--- src/design/mcpwm_pkg.sv ---
`timescale 1ns / 1ps
// ----------------------------------------------------------------------------
// mcpwm_pkg: shared types and constants of the multi-channel PWM generator
// Holds stream layouts, action and status codes, the sequencer states and
// the small structs passed between the top level and the phase step unit.
// ----------------------------------------------------------------------------
package mcpwm_pkg;

  localparam int PIN_W     = 6;
  localparam int IN_TIME_W = 24;

  // Input beat layout: tdata = pin, period_units, high_units (lowest first)
  localparam int S_PIN_LSB  = 0;
  localparam int S_PER_LSB  = S_PIN_LSB + PIN_W;
  localparam int S_HI_LSB   = S_PER_LSB + IN_TIME_W;
  localparam int S_USED_W   = S_HI_LSB + IN_TIME_W;
  localparam int S_TDATA_W  = ((S_USED_W + 7) / 8) * 8;
  localparam int S_TUSER_W  = 2;

  // Output beat layout: tdata = out_pin, level (lowest first)
  localparam int M_USED_W   = PIN_W + 1;
  localparam int M_TDATA_W  = ((M_USED_W + 7) / 8) * 8;
  localparam int M_TUSER_W  = 2;

  typedef enum logic [1:0] {
    ACT_TICK    = 2'd0,
    ACT_SET     = 2'd1,
    ACT_DISABLE = 2'd2
  } act_e;

  typedef enum logic [1:0] {
    ST_CHANGE    = 2'd0,
    ST_SET_OK    = 2'd1,
    ST_REJECT    = 2'd2,
    ST_NOT_FOUND = 2'd3
  } status_e;

  typedef enum logic [1:0] {
    S_IDLE,
    S_SCAN,
    S_RESOLVE,
    S_FLUSH
  } state_e;

  typedef struct packed {
    logic [PIN_W-1:0] pin;
    logic             level;
    status_e          status;
  } res_t;

  typedef struct packed {
    logic fire;
    logic level;
  } evt_t;

endpackage

--- src/design/mcpwm_phase_step.sv ---
`timescale 1ns / 1ps
// ----------------------------------------------------------------------------
// mcpwm_phase_step: one timer-unit advance of a single channel
// Steps the phase with wrap at the period and flags the level edge, if any.
// ----------------------------------------------------------------------------
module mcpwm_phase_step #(
  parameter int TIME_WIDTH = 24
) (
  input  logic [TIME_WIDTH-1:0] period_i,
  input  logic [TIME_WIDTH-1:0] high_i,
  input  logic [TIME_WIDTH-1:0] phase_i,
  output logic [TIME_WIDTH-1:0] phase_o,
  output mcpwm_pkg::evt_t       evt_o
);
  import mcpwm_pkg::*;

  logic [TIME_WIDTH:0] inc;
  logic                wrap;

  // Phase stays below the period, so wrap is a single compare
  assign inc     = {1'b0, phase_i} + {{TIME_WIDTH{1'b0}}, 1'b1};
  assign wrap    = (inc == {1'b0, period_i});
  assign phase_o = wrap ? '0 : inc[TIME_WIDTH-1:0];

  // Zero high time keeps the pin low: no edge at all
  assign evt_o.fire  = (high_i != '0) && ((phase_o == '0) || (phase_o == high_i));
  assign evt_o.level = (phase_o == '0);

endmodule

--- src/design/multi_channel_pwm_generator_unit.sv ---
`timescale 1ns / 1ps
// ----------------------------------------------------------------------------
// multi_channel_pwm_generator_unit: table-driven multi-channel PWM generator
// Keeps up to CHANNELS pin-keyed PWM channels in one synchronous RAM and
// reports every level change, set answer and disable answer as a beat.
// ----------------------------------------------------------------------------
//
//  Channel  | Direction | tuser           | tdata (lowest bit up)             | tlast
//  ---------+-----------+-----------------+-----------------------------------+---------
//  s_axis   | in        | action [1:0]    | pin[5:0], period_units[29:6],     | -
//           |           |                 | high_units[53:30], zero [55:54]   |
//  m_axis   | out       | status [1:0]    | out_pin[5:0], level[6], zero[7]   | last
//
// A tick scans all entries present, a set or disable up to its pin, in order
// before the next acceptance; a tick on an empty table returns straight to
// idle. The scan runs through the single read port of the channel RAM, which
// visits one entry a cycle unless a stalled m_axis holds a tick's scan back.
// A set with zero period writes no entry and adds none.
// Reset clears the enable bits, the entry count and all control state; the
// RAM contents need no clearing, as only entries below the count are used.
// A stalled m_axis holds back a tick's scan only when a further level change
// is found while the previous one still waits; one result is buffered.
// ----------------------------------------------------------------------------
module multi_channel_pwm_generator_unit #(
  parameter int CHANNELS   = 8,
  parameter int TIME_WIDTH = 24
) (
  input  logic                           clk_i,
  input  logic                           rst_ni,
  // tuser: action[1:0]
  // tdata: pin[5:0], period_units[29:6], high_units[53:30], pad[55:54]
  input  logic                           s_axis_tvalid_i,
  output logic                           s_axis_tready_o,
  input  logic [mcpwm_pkg::S_TDATA_W-1:0] s_axis_tdata_i,
  input  logic [mcpwm_pkg::S_TUSER_W-1:0] s_axis_tuser_i,
  // tuser: status[1:0]
  // tdata: out_pin[5:0], level[6], pad[7]
  output logic                           m_axis_tvalid_o,
  input  logic                           m_axis_tready_i,
  output logic [mcpwm_pkg::M_TDATA_W-1:0] m_axis_tdata_o,
  output logic [mcpwm_pkg::M_TUSER_W-1:0] m_axis_tuser_o,
  output logic                           m_axis_tlast_o
);
  import mcpwm_pkg::*;

  localparam int IDX_W = (CHANNELS > 1) ? $clog2(CHANNELS) : 1;
  localparam int CNT_W = $clog2(CHANNELS + 1);
  localparam int ENT_W = PIN_W + 3 * TIME_WIDTH;
  // Entry layout, lowest first: pin, period, high, phase
  localparam int E_PER = PIN_W;
  localparam int E_HI  = PIN_W + TIME_WIDTH;
  localparam int E_PH  = PIN_W + 2 * TIME_WIDTH;

  // --------------------------------------------------------------------------
  // Input unpacking
  // --------------------------------------------------------------------------
  logic                  s_acc;
  act_e                  in_act;
  logic [PIN_W-1:0]      in_pin;
  logic [TIME_WIDTH-1:0] in_per;
  logic [TIME_WIDTH-1:0] in_hi;

  assign s_acc  = s_axis_tvalid_i && s_axis_tready_o;
  assign in_act = act_e'(s_axis_tuser_i);
  assign in_pin = s_axis_tdata_i[S_PIN_LSB +: PIN_W];
  // Time values are kept modulo 2^TIME_WIDTH
  assign in_per = TIME_WIDTH'(s_axis_tdata_i[S_PER_LSB +: IN_TIME_W]);
  assign in_hi  = TIME_WIDTH'(s_axis_tdata_i[S_HI_LSB +: IN_TIME_W]);

  // --------------------------------------------------------------------------
  // State
  // --------------------------------------------------------------------------
  state_e                state_q, state_d;
  act_e                  act_q;
  logic [PIN_W-1:0]      pin_q;
  logic [TIME_WIDTH-1:0] per_q;
  logic [TIME_WIDTH-1:0] hi_q;
  logic [IDX_W-1:0]      idx_q;
  logic [CNT_W-1:0]      cnt_q, cnt_d;
  logic [CHANNELS-1:0]   en_q, en_d;
  logic                  pend_v_q;
  res_t                  pend_q;
  logic                  m_valid_q;
  res_t                  m_res_q;
  logic                  m_last_q;

  // Channel RAM, one read and one write port, registered read data
  logic [ENT_W-1:0]      chan_mem [CHANNELS];
  logic [ENT_W-1:0]      rd_q;
  logic                  mem_re;
  logic [IDX_W-1:0]      mem_ra;
  logic                  mem_we;
  logic [IDX_W-1:0]      mem_wa;
  logic [ENT_W-1:0]      mem_wd;

  always_ff @(posedge clk_i) begin
    if (mem_we) begin
      chan_mem[mem_wa] <= mem_wd;
    end
    if (mem_re) begin
      rd_q <= chan_mem[mem_ra];
    end
  end

  // --------------------------------------------------------------------------
  // Entry decode and per-entry decisions
  // --------------------------------------------------------------------------
  logic [PIN_W-1:0]      ent_pin;
  logic [TIME_WIDTH-1:0] ent_per;
  logic [TIME_WIDTH-1:0] ent_hi;
  logic [TIME_WIDTH-1:0] ent_ph;
  logic [TIME_WIDTH-1:0] ph_next;
  evt_t                  evt;
  logic [CNT_W-1:0]      idx_inc;
  logic                  last_ent;
  logic                  pin_hit;
  logic                  slot_free;
  logic                  tick_stall;
  logic                  timing_same;

  assign ent_pin = rd_q[0 +: PIN_W];
  assign ent_per = rd_q[E_PER +: TIME_WIDTH];
  assign ent_hi  = rd_q[E_HI +: TIME_WIDTH];
  assign ent_ph  = rd_q[E_PH +: TIME_WIDTH];

  mcpwm_phase_step #(
    .TIME_WIDTH (TIME_WIDTH)
  ) u_step (
    .period_i (ent_per),
    .high_i   (ent_hi),
    .phase_i  (ent_ph),
    .phase_o  (ph_next),
    .evt_o    (evt)
  );

  assign idx_inc     = CNT_W'(idx_q) + CNT_W'(1);
  assign last_ent    = !(idx_inc < cnt_q);
  assign pin_hit     = (ent_pin == pin_q);
  assign slot_free   = !m_valid_q || m_axis_tready_i;
  assign timing_same = (ent_per == per_q) && (ent_hi == hi_q);
  // Hold the scan while a new edge finds the buffered one still waiting
  assign tick_stall  = (act_q == ACT_TICK) && en_q[idx_q] && evt.fire &&
                       pend_v_q && !slot_free;

  // --------------------------------------------------------------------------
  // Next state
  // --------------------------------------------------------------------------
  always_comb begin
    state_d = state_q;
    unique case (state_q)
      S_IDLE: begin
        if (s_acc) begin
          unique case (in_act)
            ACT_TICK:    state_d = (cnt_q == '0) ? S_IDLE : S_SCAN;
            ACT_SET: begin
              if (in_per == '0) begin
                state_d = S_FLUSH;
              end else begin
                state_d = (cnt_q == '0) ? S_RESOLVE : S_SCAN;
              end
            end
            ACT_DISABLE: state_d = (cnt_q == '0) ? S_RESOLVE : S_SCAN;
            default:     state_d = S_IDLE;
          endcase
        end
      end
      S_SCAN: begin
        if (act_q == ACT_TICK) begin
          if (!tick_stall && last_ent) begin
            state_d = S_FLUSH;
          end
        end else if (pin_hit) begin
          state_d = S_FLUSH;
        end else if (last_ent) begin
          state_d = S_RESOLVE;
        end
      end
      S_RESOLVE: state_d = S_FLUSH;
      S_FLUSH: begin
        if (!pend_v_q || slot_free) begin
          state_d = S_IDLE;
        end
      end
      default: state_d = S_IDLE;
    endcase
  end

  // --------------------------------------------------------------------------
  // Datapath control
  // --------------------------------------------------------------------------
  logic idx_clr;
  logic idx_adv;
  logic pend_ld;
  logic pend_clr;
  res_t pend_d;
  logic push;
  logic push_last;

  always_comb begin
    mem_re    = 1'b0;
    mem_ra    = '0;
    mem_we    = 1'b0;
    mem_wa    = idx_q;
    mem_wd    = {ent_ph, ent_hi, ent_per, ent_pin};
    en_d      = en_q;
    cnt_d     = cnt_q;
    idx_clr   = 1'b0;
    idx_adv   = 1'b0;
    pend_ld   = 1'b0;
    pend_clr  = 1'b0;
    pend_d    = '{pin: pin_q, level: 1'b0, status: ST_SET_OK};
    push      = 1'b0;
    push_last = 1'b0;

    unique case (state_q)
      S_IDLE: begin
        if (s_acc) begin
          // Start the scan at entry 0
          mem_re  = 1'b1;
          idx_clr = 1'b1;
          if ((in_act == ACT_SET) && (in_per == '0)) begin
            pend_ld = 1'b1;
            pend_d  = '{pin: in_pin, level: 1'b0, status: ST_REJECT};
          end
        end
      end
      S_SCAN: begin
        if (act_q == ACT_TICK) begin
          if (!tick_stall) begin
            if (en_q[idx_q]) begin
              mem_we = 1'b1;
              mem_wd = {ph_next, ent_hi, ent_per, ent_pin};
              if (evt.fire) begin
                // Release the previous edge, buffer this one
                push    = pend_v_q;
                pend_ld = 1'b1;
                pend_d  = '{pin: ent_pin, level: evt.level, status: ST_CHANGE};
              end
            end
            if (!last_ent) begin
              mem_re  = 1'b1;
              mem_ra  = idx_inc[IDX_W-1:0];
              idx_adv = 1'b1;
            end
          end
        end else if (pin_hit) begin
          pend_ld = 1'b1;
          if (act_q == ACT_SET) begin
            mem_we = 1'b1;
            mem_wd = {(timing_same ? ent_ph : '0), hi_q, per_q, ent_pin};
            en_d[idx_q] = 1'b1;
            pend_d = '{pin: pin_q, level: 1'b0, status: ST_SET_OK};
          end else begin
            en_d[idx_q] = 1'b0;
            pend_d = '{pin: pin_q, level: 1'b0, status: ST_CHANGE};
          end
        end else if (!last_ent) begin
          mem_re  = 1'b1;
          mem_ra  = idx_inc[IDX_W-1:0];
          idx_adv = 1'b1;
        end
      end
      S_RESOLVE: begin
        pend_ld = 1'b1;
        if (act_q == ACT_SET) begin
          if (cnt_q < CNT_W'(CHANNELS)) begin
            // Append a new channel at the end of the table
            mem_we = 1'b1;
            mem_wa = cnt_q[IDX_W-1:0];
            mem_wd = {{TIME_WIDTH{1'b0}}, hi_q, per_q, pin_q};
            en_d[cnt_q[IDX_W-1:0]] = 1'b1;
            cnt_d  = cnt_q + CNT_W'(1);
            pend_d = '{pin: pin_q, level: 1'b0, status: ST_SET_OK};
          end else begin
            pend_d = '{pin: pin_q, level: 1'b0, status: ST_REJECT};
          end
        end else begin
          pend_d = '{pin: pin_q, level: 1'b0, status: ST_NOT_FOUND};
        end
      end
      S_FLUSH: begin
        if (pend_v_q && slot_free) begin
          push      = 1'b1;
          push_last = 1'b1;
          pend_clr  = 1'b1;
        end
      end
      default: begin
        pend_clr = 1'b1;
      end
    endcase
  end

  // --------------------------------------------------------------------------
  // Registers
  // --------------------------------------------------------------------------
  always_ff @(posedge clk_i or negedge rst_ni) begin
    if (!rst_ni) begin
      state_q   <= S_IDLE;
      cnt_q     <= '0;
      en_q      <= '0;
      pend_v_q  <= 1'b0;
      m_valid_q <= 1'b0;
      idx_q     <= '0;
    end else begin
      state_q <= state_d;
      cnt_q   <= cnt_d;
      en_q    <= en_d;
      if (idx_clr) begin
        idx_q <= '0;
      end else if (idx_adv) begin
        idx_q <= idx_inc[IDX_W-1:0];
      end
      if (pend_ld) begin
        pend_v_q <= 1'b1;
      end else if (pend_clr) begin
        pend_v_q <= 1'b0;
      end
      if (push) begin
        m_valid_q <= 1'b1;
      end else if (m_axis_tready_i) begin
        m_valid_q <= 1'b0;
      end
    end
  end

  // Payload: no reset
  always_ff @(posedge clk_i) begin
    if (s_acc) begin
      act_q <= in_act;
      pin_q <= in_pin;
      per_q <= in_per;
      hi_q  <= in_hi;
    end
    if (pend_ld) begin
      pend_q <= pend_d;
    end
    if (push) begin
      m_res_q  <= pend_q;
      m_last_q <= push_last;
    end
  end

  // --------------------------------------------------------------------------
  // Outputs
  // --------------------------------------------------------------------------
  assign s_axis_tready_o = (state_q == S_IDLE);
  assign m_axis_tvalid_o = m_valid_q;
  assign m_axis_tdata_o  = {{(M_TDATA_W - M_USED_W){1'b0}}, m_res_q.level, m_res_q.pin};
  assign m_axis_tuser_o  = m_res_q.status;
  assign m_axis_tlast_o  = m_last_q;

  // --------------------------------------------------------------------------
  // Assertions
  // --------------------------------------------------------------------------
  a_cnt_bound: assert property (@(posedge clk_i) disable iff (!rst_ni)
    cnt_q <= CNT_W'(CHANNELS))
    else $error("channel count beyond table depth");

  a_idle_drained: assert property (@(posedge clk_i) disable iff (!rst_ni)
    (state_q == S_IDLE) |-> !pend_v_q)
    else $error("buffered result left behind on return to idle");

  a_zero_period: assert property (@(posedge clk_i) disable iff (!rst_ni)
    (s_acc && (in_act == ACT_SET) && (in_per == '0)) |=>
      (pend_v_q && (pend_q.status == ST_REJECT) && (cnt_q == $past(cnt_q))))
    else $error("zero period set not rejected");

  a_scan_write: assert property (@(posedge clk_i) disable iff (!rst_ni)
    (mem_we && (state_q == S_SCAN)) |-> (mem_wa == idx_q) && !(mem_re && mem_ra == idx_q))
    else $error("write-back collides with read of the same entry");

endmodule

--- config.mk ---
export PLATFORM = sky130hd
export DESIGN_NAME = multi_channel_pwm_generator_unit
export DESIGN_NICKNAME = d
export VERILOG_FILES = /design/src/design/mcpwm_pkg.sv /design/src/design/mcpwm_phase_step.sv /design/src/design/multi_channel_pwm_generator_unit.sv
export SDC_FILE = /design/constraint.sdc
export NUM_CORES = 1
export LEC_CHECK = 0
export ABC_CLOCK_PERIOD_IN_PS = 28500
export BUFFER_PORTS_ARGS = -buffer_cell sky130_fd_sc_hd__buf_2
export CORE_MARGIN = 4
export CORE_UTILIZATION = 62
export CTS_CLUSTER_SIZE = 20
export DETAILED_ROUTE_END_ITERATION = 7
export GPL_ROUTABILITY_DRIVEN = 1
export PLACE_DENSITY = 0.75
export SETUP_SLACK_MARGIN = 0.3
export SLEW_MARGIN = 20
export SYNTH_ARGS = -nofsm -noshare
export SYNTH_HDL_FRONTEND = slang
export SYNTH_HIERARCHICAL = 1
export SYNTH_SLANG_ARGS = --single-unit
export TNS_END_PERCENT = 50
--- constraint.sdc ---
create_clock -name clk_i -period 28.5 [get_ports clk_i]
set_input_delay 2.85 -clock clk_i [delete_from_list [all_inputs] [get_ports clk_i]]
set_output_delay 2.85 -clock clk_i [all_outputs]
set_load 0.005 [all_outputs]
==> load_flow_metrics.sql <==
INSERT INTO impl_metrics (metric_group, metric, value, unit) VALUES
('status', 'result_of_the_run', 'finished, final reports clean', ''),
('global_route', 'global_route_wire_length_before_repair', '134000', 'um'),
('cells_and_area', 'area_delta_synth_final', '10.3', '%'),
('routing', 'drtIter0Drc', '2448', ''),
('clock_network', 'clock_tree.root_cell', 'clkbuf_16', ''),
('cells_and_area', 'antenna_cells_inserted', '0', ''),
('clock_network', 'cts.sinks', '796', ''),
('global_route', 'grt_ovf', '0', ''),
('floorplanning', 'core_area', '0.0552', 'sq mm'),
('synthesis', 'netlist_instances', '2412', ''),
('cells_and_area', 'post_route_core_utilization', '69.1', '%'),
('clock_network', 'post_cts_resize_count', '0', ''),
('power_and_ir_drop', 'p_leak', '0.0125', 'uW'),
('sta', 'period_minus_slack', '7.94', 'ns'),
('place', 'place.gp.congestion', '0.950', ''),
('critical_path', 'endpoint_kind_of_the_worst_setup_timing_path', 'flop', ''),
('critical_path', 'criticalPathCategory', 'flop to flop', ''),
('sta', 'worst-slew-pin-transition', '1.13', 'ns'),
('sta', 'timing.clock.skew', '0.0349', 'ns'),
('critical_path', 'cp_data_arrival_time', '8.18', 'ns'),
('floorplanning', 'dieArea', '0.0597', 'sq mm'),
('synthesis', 'async_flop_share', '2.39', '%'),
('worst_hold_path', 'worstHoldStart', 'pend_q[4]$_DFFE_PP_', ''),
('synthesis', 'synth.avg_cell_area', '14.3', 'sq um'),
('routing', 'totalWireLength', '90100', 'um'),
('synthesis', 'netlist_area', '0.0346', 'sq mm'),
('critical_path', 'crit_start', 'rd_q[54]$_DFFE_PP_', ''),
('synthesis', 'register_bit_count_reported_by_yosys', '796', ''),
('critical_path', 'critical_path_s_largest_stage_delay', '0.97', 'ns'),
('routing', 'route.detailed.vias_per_inst', '6.76', ''),
('power_and_ir_drop', 'ir_drop', '0.0000743', 'V'),
('sta', 'report.final.setup_viol', '0', ''),
('floorplanning', 'floorplan.rows', '86', ''),
('clock_network', 'postCtsSetupBuffers', '0', ''),
('critical_path', 'startpoint_type', 'flop', ''),
('synthesis', 'ys.flop_type', 'edfxtp_1', ''),
('routing', 'drt_pre_antenna_iters', '5', ''),
('floorplanning', 'io_pins', '75', ''),
('global_route', 'via_count_of_the_first_global_routing_pass', '21837', ''),
('place', 'dp_cells', '3106', ''),
('synthesis', 'synth-warning-count', '6', ''),
('sta', 'setup_repair_after_global_routing_missed_its_margin', 'false', ''),
('clock_network', 'cts.reportedPaths.clkPinSlew', '0.06', 'ns'),
('cells_and_area', 'commonest_non_fill_non_tap_cells_in_the_layout', 'edfxtp_1 (777), nor2_1 (149), nand2_1 (126)', ''),
('global_route', 'grt_antenna_before_repair', '0', ''),
('power_and_ir_drop', 'power.share.combinational', '33.5', '%'),
('sta', 'setup_total_negative_slack', '0', 'ns'),
('clock_network', 'cts_buffer_depth', '3', ''),
('clock_network', 'numCtsBuffers', '82', ''),
('power_and_ir_drop', 'netSwitchingFraction', '36.7', '%'),
('sta', 'finalCritPeriodShare', '27.9', '%'),
('sta', 'final.hold.worst_slack', '0.418', 'ns'),
('sta', 'timing.slew.headroom', '24.8', '%'),
('sta', 'timing_hold_violations_final', '0', ''),
('power_and_ir_drop', 'cell_internal_pwr', '2740', 'uW'),
('global_route', 'grt.total_usage', '29.9', '%'),
('clock_network', 'worst_skew_pair.late_latency', '0.65', 'ns'),
('routing', 'detail_route.wl_per_cell', '27.7', 'um'),
('synthesis', 'synth_edf_count', '777', ''),
('cells_and_area', 'layout.cells.most_common', 'edfxtp_1', ''),
('cells_and_area', 'layout.nets', '2520', ''),
('power_and_ir_drop', 'report.power.total', '4330', 'uW'),
('sta', 'slew_viol_final', '0', ''),
('critical_path', 'cell_with_the_biggest_individual_delay_on_the_critical_path', 'buf_4', ''),
('power_and_ir_drop', 'switching_power', '1590', 'uW'),
('floorplanning', 'die-height', '244', 'um'),
('job', 'max_cap_viol_count', '0', ''),
('power_and_ir_drop', 'p_per_area', '114', 'mW/mm^2'),
('routing', 'postRouteAntennaNets', '0', ''),
('worst_hold_path', 'min-delay-path-class', 'flop to flop', ''),
('sta', 'fmaxAchievable', '0.126', 'GHz');
sequential cells by signal, summed over array words and instances, names as in the netlist, 2 cells and up, named ones only:
name and cells:
cnt_q 4, idx_q 3, m_axis_tuser_o 2, hi_q 24
per_q 24, pend_q 9, act_q 2, pin_q 6
state_q 2, rd_q 78, m_axis_tdata_o 7, chan_mem 624
cell usage after synthesis (all sizes together), types with 38 or more instances:
master	instances	area (sq um)
o211ai	81	608
and3	87	544
clkbuf	120	450
a22o	86	753
a221o	77	771
mux2	85	957
buf	38	251
o22ai	85	532
xnor2	84	736
o21ai	103	519
nand2	127	477
edfxtp	777	23300
nor2	159	604
mux2i	81	811
a21oi	95	475
per-stage QoR:
| stage | cell area (sq um) | setup slack (ns) |
|---|---|---|
| finish | 38200 | 20.56 |
| global placement | 35600 | 20.54 |
| floorplan | 34600 | 18.97 |
| global route | 38200 | 20.12 |
| CTS | 38000 | 20.41 |
| detailed placement | 35600 | 20.45 |
critical path, delay by kind of cell (launching register included):
kind            cells  cell delay [ns]
simple gates        9             3.46
compound gates      5             1.29
buf+inv             2             1.18
flops               1             0.80
xor+xnor            1             0.38
fa+ha+maj           1             0.37
cell families (layout without fill, tap and decap cells):
group | Yosys count | in the layout | share of synthesized area, %
adder cells (fa/ha/maj) | 11 | 11 | 0.398
other | 1 | 1 | 0.0108
multiplexers | 167 | 167 | 5.17
AO/OA/AOI/OAI | 605 | 605 | 12.5
XOR/XNOR | 116 | 116 | 2.98
buffers and inverters | 193 | 289 | 2.41
flip-flops | 796 | 796 | 68.8
AND/OR/NAND/NOR | 523 | 523 | 7.74
area by class of cell:
type / instances / area [sq um]
well taps: 748 / 936
fillers: 3658 / 17000
repair buffers: 109 / 718
clock inverters: 51 / 379
inverters: 35 / 138
multi-input cells: 1423 / 10100
clock buffers: 94 / 2100
flip-flops and latches: 796 / 23800
final timing paths:
path                                                to  slack (ns)  cells after the start
min in group asynchronous       state_q[0]$_DFFE_PN0P_        2.15                      1
setup reg to reg             chan_mem[7][30]$_DFFE_PP_       20.56                     18
hold reg to reg            m_axis_tdata_o[1]$_DFFE_PP_        0.42                      0
hold / removal             m_axis_tdata_o[1]$_DFFE_PP_        0.42                      0
max in group asynchronous         idx_q[0]$_DFFE_PN0P_       25.97                      1
setup / recovery             chan_mem[7][30]$_DFFE_PP_       20.56                     18
power groups by stage:
stage | clock [uW] | combinational [uW] | sequential (uW)
final | 989 | 1450 | 1890
after global routing | 1050 | 1560 | 1900
after CTS | 997 | 1430 | 1890
after detailed placement | 0 | 1420 | 1910
after global placement | 0 | 1370 | 1900
after floorplan | 0 | 1050 | 1820
metal layers:
layer / share of wire, % / track usage, %
met5: 0 / 0
met4: 3.3 / 11.3
met3: 9.8 / 5.59
met2: 48 / 48.1
met1: 39 / 41.1
Power figures use the tool's default switching activity.
